<file path="src/rtl/smpq_pkg.sv">
`default_nettype none
package smpq_pkg;

    localparam int DEPTH = 64;
    localparam int CNT_W = $clog2(DEPTH + 1);
    localparam int CAP_W = 7;
    localparam int CMP_W = (CNT_W > CAP_W) ? CNT_W : CAP_W;
    localparam int FILL_W = 7;
    localparam logic [CAP_W-1:0] CAP_RESET = 7'd64;

    localparam logic OP_INSERT = 1'b0;
    localparam logic OP_REMOVE = 1'b1;

    localparam logic [0:0] REG_CAPACITY = 1'b0;

    typedef enum logic [1:0] {
        ST_DONE  = 2'd0,
        ST_FULL  = 2'd1,
        ST_EMPTY = 2'd2
    } t_status;

    typedef struct packed {
        logic               op;
        logic signed [31:0] value;
    } t_in_word;

    typedef struct packed {
        logic signed [31:0] out_value;
        t_status            status;
        logic [FILL_W-1:0]  fill_count;
    } t_out_word;

    // broadcast to every cell of the chain
    typedef struct packed {
        logic               ins;
        logic               rem;
        logic signed [31:0] value;
    } t_cell_ctl;

endpackage
`default_nettype wire

</file>
<file path="src/rtl/smpq_cell.sv">
`default_nettype none
module smpq_cell (
    input  wire                 i_clk,
    input  smpq_pkg::t_cell_ctl i_ctl,
    input  wire                 i_occ,
    input  wire                 i_prev_gt,
    input  wire signed [31:0]   i_prev_entry,
    input  wire signed [31:0]   i_next_entry,
    output logic signed [31:0]  o_entry,
    output logic                o_gt
);

    logic signed [31:0] r_entry;
    logic signed [31:0] n_entry;

    assign o_entry = r_entry;
    // strict compare keeps equal values in arrival order
    assign o_gt = i_occ && (r_entry > i_ctl.value);

    always_comb begin
        n_entry = r_entry;
        if (i_ctl.ins) begin
            if (i_prev_gt) begin
                n_entry = i_prev_entry;
            end else if (o_gt || !i_occ) begin
                n_entry = i_ctl.value;
            end
        end else if (i_ctl.rem) begin
            n_entry = i_next_entry;
        end
    end

    always_ff @(posedge i_clk) begin
        r_entry <= n_entry;
    end

endmodule
`default_nettype wire

</file>
<file path="config.mk">
export PLATFORM = sky130hd
export DESIGN_NAME = smpq_cell
export DESIGN_NICKNAME = d
export VERILOG_FILES = /design/src/rtl/smpq_pkg.sv /design/src/rtl/smpq_cell.sv
export SDC_FILE = /design/constraint.sdc
export NUM_CORES = 1
export LEC_CHECK = 0
export BUFFER_PORTS_ARGS = -buffer_cell sky130_fd_sc_hd__buf_2
export CAP_MARGIN = 30
export CORE_MARGIN = 2
export CORE_UTILIZATION = 49
export CTS_CLUSTER_DIAMETER = 120
export DETAILED_ROUTE_END_ITERATION = 10
export PLACE_DENSITY = 0.84
export SETUP_SLACK_MARGIN = 0.05
export SYNTH_ARGS = -nofsm -noshare
export SYNTH_HDL_FRONTEND = slang
export SYNTH_SLANG_ARGS = --single-unit
export TNS_END_PERCENT = 30
</file>
<file path="constraint.sdc">
create_clock -name i_clk -period 6.5 [get_ports i_clk]
set_input_delay 0.325 -clock i_clk [delete_from_list [all_inputs] [get_ports i_clk]]
set_output_delay 0.325 -clock i_clk [all_outputs]
set_load 0.01 [all_outputs]
</file>
**Word level (Yosys, flattened, before mapping)**

Cells that the tools add are included.
Widths: inputs -> output; s select.

- Add/subtract/negate cells: 0
- Multiply operators: 0
- Divide/modulo/power cells: 0
- Order comparisons: 1
- Eq/ne operators: 1
- Shifts and indexed selects: 0
- Mux-type cells: 4
- Bitwise logic cells: 0
- Reduce and logical (&&, ||, !) cells: 5

Operators with widths:

| operator | number |
|---|---|
| $mux 32 | 4 |
| $gt 32x32->1 | 1 |
| $ne 3x1->1 const B | 1 |
| $reduce_and 2->1 | 1 |
| $reduce_bool 2->1 | 1 |
| $logic_and 1x1->1 | 1 |
| $logic_not 1->1 | 1 |
| $logic_or 1x1->1 | 1 |

- Flip-flop bits (word level): 32
- Latch bits: 0
- RAM bits: 0
- Memory bits (read-only): 0
- Input port bits: 101
- Output and inout port bits: 33
- Word-level logic and storage cells: 12
- Memories kept: 0

**Longest topological paths before layout**

- Depth in word-level cells: 6
- Mapped depth: 8
- Gate-level depth less buffers: 8

**Worst setup path before layout**

No wires, ideal clock.

- Path kind: flip-flop to flip-flop
- Start point: register r_entry[14], in the netlist o_entry[14]
- End point: register r_entry[0], in the netlist o_entry[0], enable pin
- Library setup time: 0.561 ns
- Data arrival time: 2.468 ns
- Required time: 5.939 ns
- Slack: 3.471 ns
- Cell stages (with the launch flop): 8
- Buffers on the path: 0
- Period minus slack after synthesis: 3.029 ns
- Cell sequence: edfxtp_1 > ha_1 > a21oi_1 > nand2_1 > a221o_1 > o31a_1 > a2bb2oi_1 > nand3_1

- Word-level cells in the longest chain between the ends: 5

Ends and longest elaborated chain:

| what | line | source |
|---|---|---|
| start: declaration | smpq_cell.sv:13 | `logic signed [31:0] r_entry;` |
| start signal: assignment | smpq_cell.sv:34 | `r_entry <= n_entry;` |
| $gt 32x32->1 | smpq_cell.sv:18 | `assign o_gt = i_occ && (r_entry > i_ctl.value);` |
| $logic_and 1x1->1 | smpq_cell.sv:18 |  |
| $logic_or 1x1->1 | smpq_cell.sv:25 | `end else if (o_gt \|\| !i_occ) begin` |
| $ne 3x1->1 (no line) | n/a |  |
| $reduce_and 2->1 (no line) | n/a |  |

Every way passes these cells.
A chain may end at the register's enable or synchronous reset.

**Final worst setup path**

- Start point: register r_entry[7], in the netlist o_entry[7]
- End point: register r_entry[17], in the netlist o_entry[17], enable pin

The elaborated chain is that of the path after synthesis.

==> impl_metrics.csv <==
group,metric,value,unit
status,status,"completed",
worst_setup_path,worstSetupStartpointType,"flop",
place,portBuffers,133,
finish,area_growth,32.4,%
clocking,cts_setup_buffers,0,
route,highest_layer,"met4",
route,drt-total-wl,6260,um
timing,setup_ws,3480,ps
synth,ys_top_cells_by_area,"edfxtp_1 (38%), ha_1 (16%), mux2i_1 (13%), a21oi_1 (9.0%), nor2_1 (5.3%)",
synth,synth_top_area_cell,"edfxtp_1",
timing,period_share,46.4,%
place,dpl_cell_area,0.00321,mm^2
pwr,finalPower,0.642,mW
floorplanning,num_io_pins,134,
run,cap_viol_max_count,0,
synth,synth_top_cell_area_share,38.5,%
route,drc,0,
grt,grt_pass1_vias,2349,
pwr,clkPwrFrac,22.6,%
route,routed_via_density,5.10,
synth,syn_area,0.00250,mm^2
finish,layout_common_cells,"buf_2 (133), a21oi_1 (45), nor2_1 (35)",
route,firstDrtPassIters,4,
clocking,path_clk_slew,70,ps
finish,largest_register_ff_count,32,
floorplanning,fp.dieH,75.4,um
floorplanning,initial_core_util,51.8,%
timing,skew,8.31,ps
finish,nFillCells,420,
timing,tns,0,ps
timing,min_period,3020,ps
grt,grtUsageTotal,22.4,%
clocking,cts_max_level,2,
synth,ys_seq_elements,32,
worst_setup_path,path_max_fanout,32,
grt,grt_start_max_net_pins,67,
worst_setup_path,critical_path_required,6270,ps
clocking,cts_root_buf,"clkbuf_8",
floorplanning,core_area,0.00482,mm^2
finish,layout_commonest_cell,"buf_2",
synth,yosysSeqAreaShare,38.5,%
place,dp_hpwl,4960,um
timing,final_max_slew_viol_count,0,
route,wl_per_cell,13.6,um
worst_setup_path,cp_cell_sequence,"ha_1, a21oi_1, o21ai_0, a221o_1, o31a_1, a2bb2oi_1, nand3_2",
route,drtAntennaViolNets,0,
finish,fin_nets,526,
clocking,cts_buffers,5,
floorplanning,rows,25,
route,wl_met2,3250,um
worst_setup_path,cp_slowest_cell,"nand3_2",
clocking,ctsHoldBuffers,0,
clocking,clk_path_buf_depth,2,
pwr,pwr-share-comb,33.8,%
grt,antenna_found_initial,0,
finish,antenna_cells,0,
synth,syn_avg_cell_area,9.49,um^2
grt,grt_pass1_wl,9800,um
worst_setup_path,crit_path_end_kind,"flop",
route,drt-initial-drc-count,75,
pwr,p_per_area,194,mW/mm^2
clocking,cts_tree,"done",
pwr,switchingPower,0.204,mW
floorplanning,die_area,0.00568,mm^2
route,routedLengthMet1,2530,um
timing,rsz0062_at_grt,"false",
timing,hold_viol_final,0,
timing,hold-worst-slack,356,ps
pwr,p_leak,1.71,nW
synth,syn-num-nets,396,
timing,max_freq,0.331,GHz
synth,synth_cells,263,
worst_setup_path,cp_slowest_stage_delay,650,ps
synth,yosysWarnings,0,
pwr,power_frac_seq,43.6,%
route,met3_length,330,um
floorplanning,die_w,75.4,um
grt,grt.overflow.total,0,
finish,drive_gt1_share,37.1,%
place,place_ws,3390,ps
min_path,worstHoldPathType,"primary input to flop",
worst_setup_path,cp.arrival,2790,ps
clocking,clkSinkCount,32,
route,vias,2353,
finish,fin_area,0.00331,mm^2
pwr,p_int,0.438,mW
timing,max_slew_margin,33.7,%
clocking,post_cts_resized,0,
timing,worst_pin_slew,994,ps
place,place_congestion,0.828,
clocking,insertion_delay,280,ps
timing,finalSetupViolCount,0,
pwr,switching_share,31.8,%
pwr,ir_drop,0.000125,V
synth,synth_cell_type_count,31,
worst_setup_path,crit_type,"flop to flop",
Yosys cell counts:
master / number
o31a_1: 1
a21o_1: 1
buf_2: 3
nand4_2: 1
nand4_1: 7
clkbuf_1: 8
o21ai_1: 1
a22oi_2: 1
nor2b_1: 1
nor4_1: 1
nand3_1: 4
nor4_2: 1
a2111oi_0: 1
o41ai_2: 1
a21oi_1: 45
a211oi_1: 1
mux2i_1: 32
ha_1: 32
edfxtp_1: 32
nand2b_1: 1
o211ai_1: 2
and3_1: 1
nand2_1: 9
nor2_1: 35
or2_2: 1
a2bb2oi_1: 1
a221o_1: 1
inv_1: 33
nor3_1: 1
o21ai_0: 3
o2111ai_2: 1
per-layer routing:
layer	vias to the layer above	global-route usage, %
li1	1211	-
met1	1048	24.4
met2	79	41.8
met3	15	5.29
met4	0	8.77
met5	-	0
power by group through the flow:
stage / logic (mW) / clock network [mW] / registers, mW
2_1_floorplan: 0.112 / 0 / 0.298
3_3_place_gp: 0.209 / 0 / 0.283
3_5_place_dp: 0.216 / 0 / 0.285
4_1_cts: 0.217 / 0.149 / 0.280
5_1_grt: 0.245 / 0.156 / 0.283
6_report: 0.217 / 0.145 / 0.280
stage by stage:
| step | std cells | utilization [%] |
|---|---|---|
| 4_1_cts | 460 | 68.2 |
| 5_1_grt | 461 | 68.6 |
| 2_1_floorplan | 263 | - |
| 3_3_place_gp | 452 | 66.5 |
| 3_5_place_dp | 452 | 66.5 |
| 6_report | 461 | 68.6 |
critical path, delay by kind of cell (launching register included):
family	cells	cell delay, ps
flops	1	390
fa+ha+maj	1	330
simple gates	1	650
compound gates	5	1100
cell type report:
class                   count  area, um^2  share of cell area (%)
flip-flops and latches     32         961                    29.1
clock inverters             1        3.75                   0.114
multi-input cells         187        1370                    41.5
well taps                  67        83.8                    2.54
clock buffers               7        76.3                    2.31
repair buffers            134         686                    20.7
inverters                  33         124                    3.75
cell families after synthesis:
logic type / share of synthesized area (%)
compound gates: 14.2
buf+inv: 6.77
mux: 12.8
fa+ha+maj: 16.0
flops: 38.5
simple gates: 11.6
path summary, 6_finish.rpt:
kind / depth (start not counted) / slack [ps] / from / end
setup / recovery: 7 / 3480 / o_entry[7] / o_entry[17]
hold / removal: 3 / 360 / i_next_entry[30] / o_entry[30]
setup reg to reg: 7 / 3480 / o_entry[7] / o_entry[17]
hold reg to reg: 5 / 1650 / o_entry[31] / o_entry[2]
Note: power is estimated with default switching activity, not from simulation.
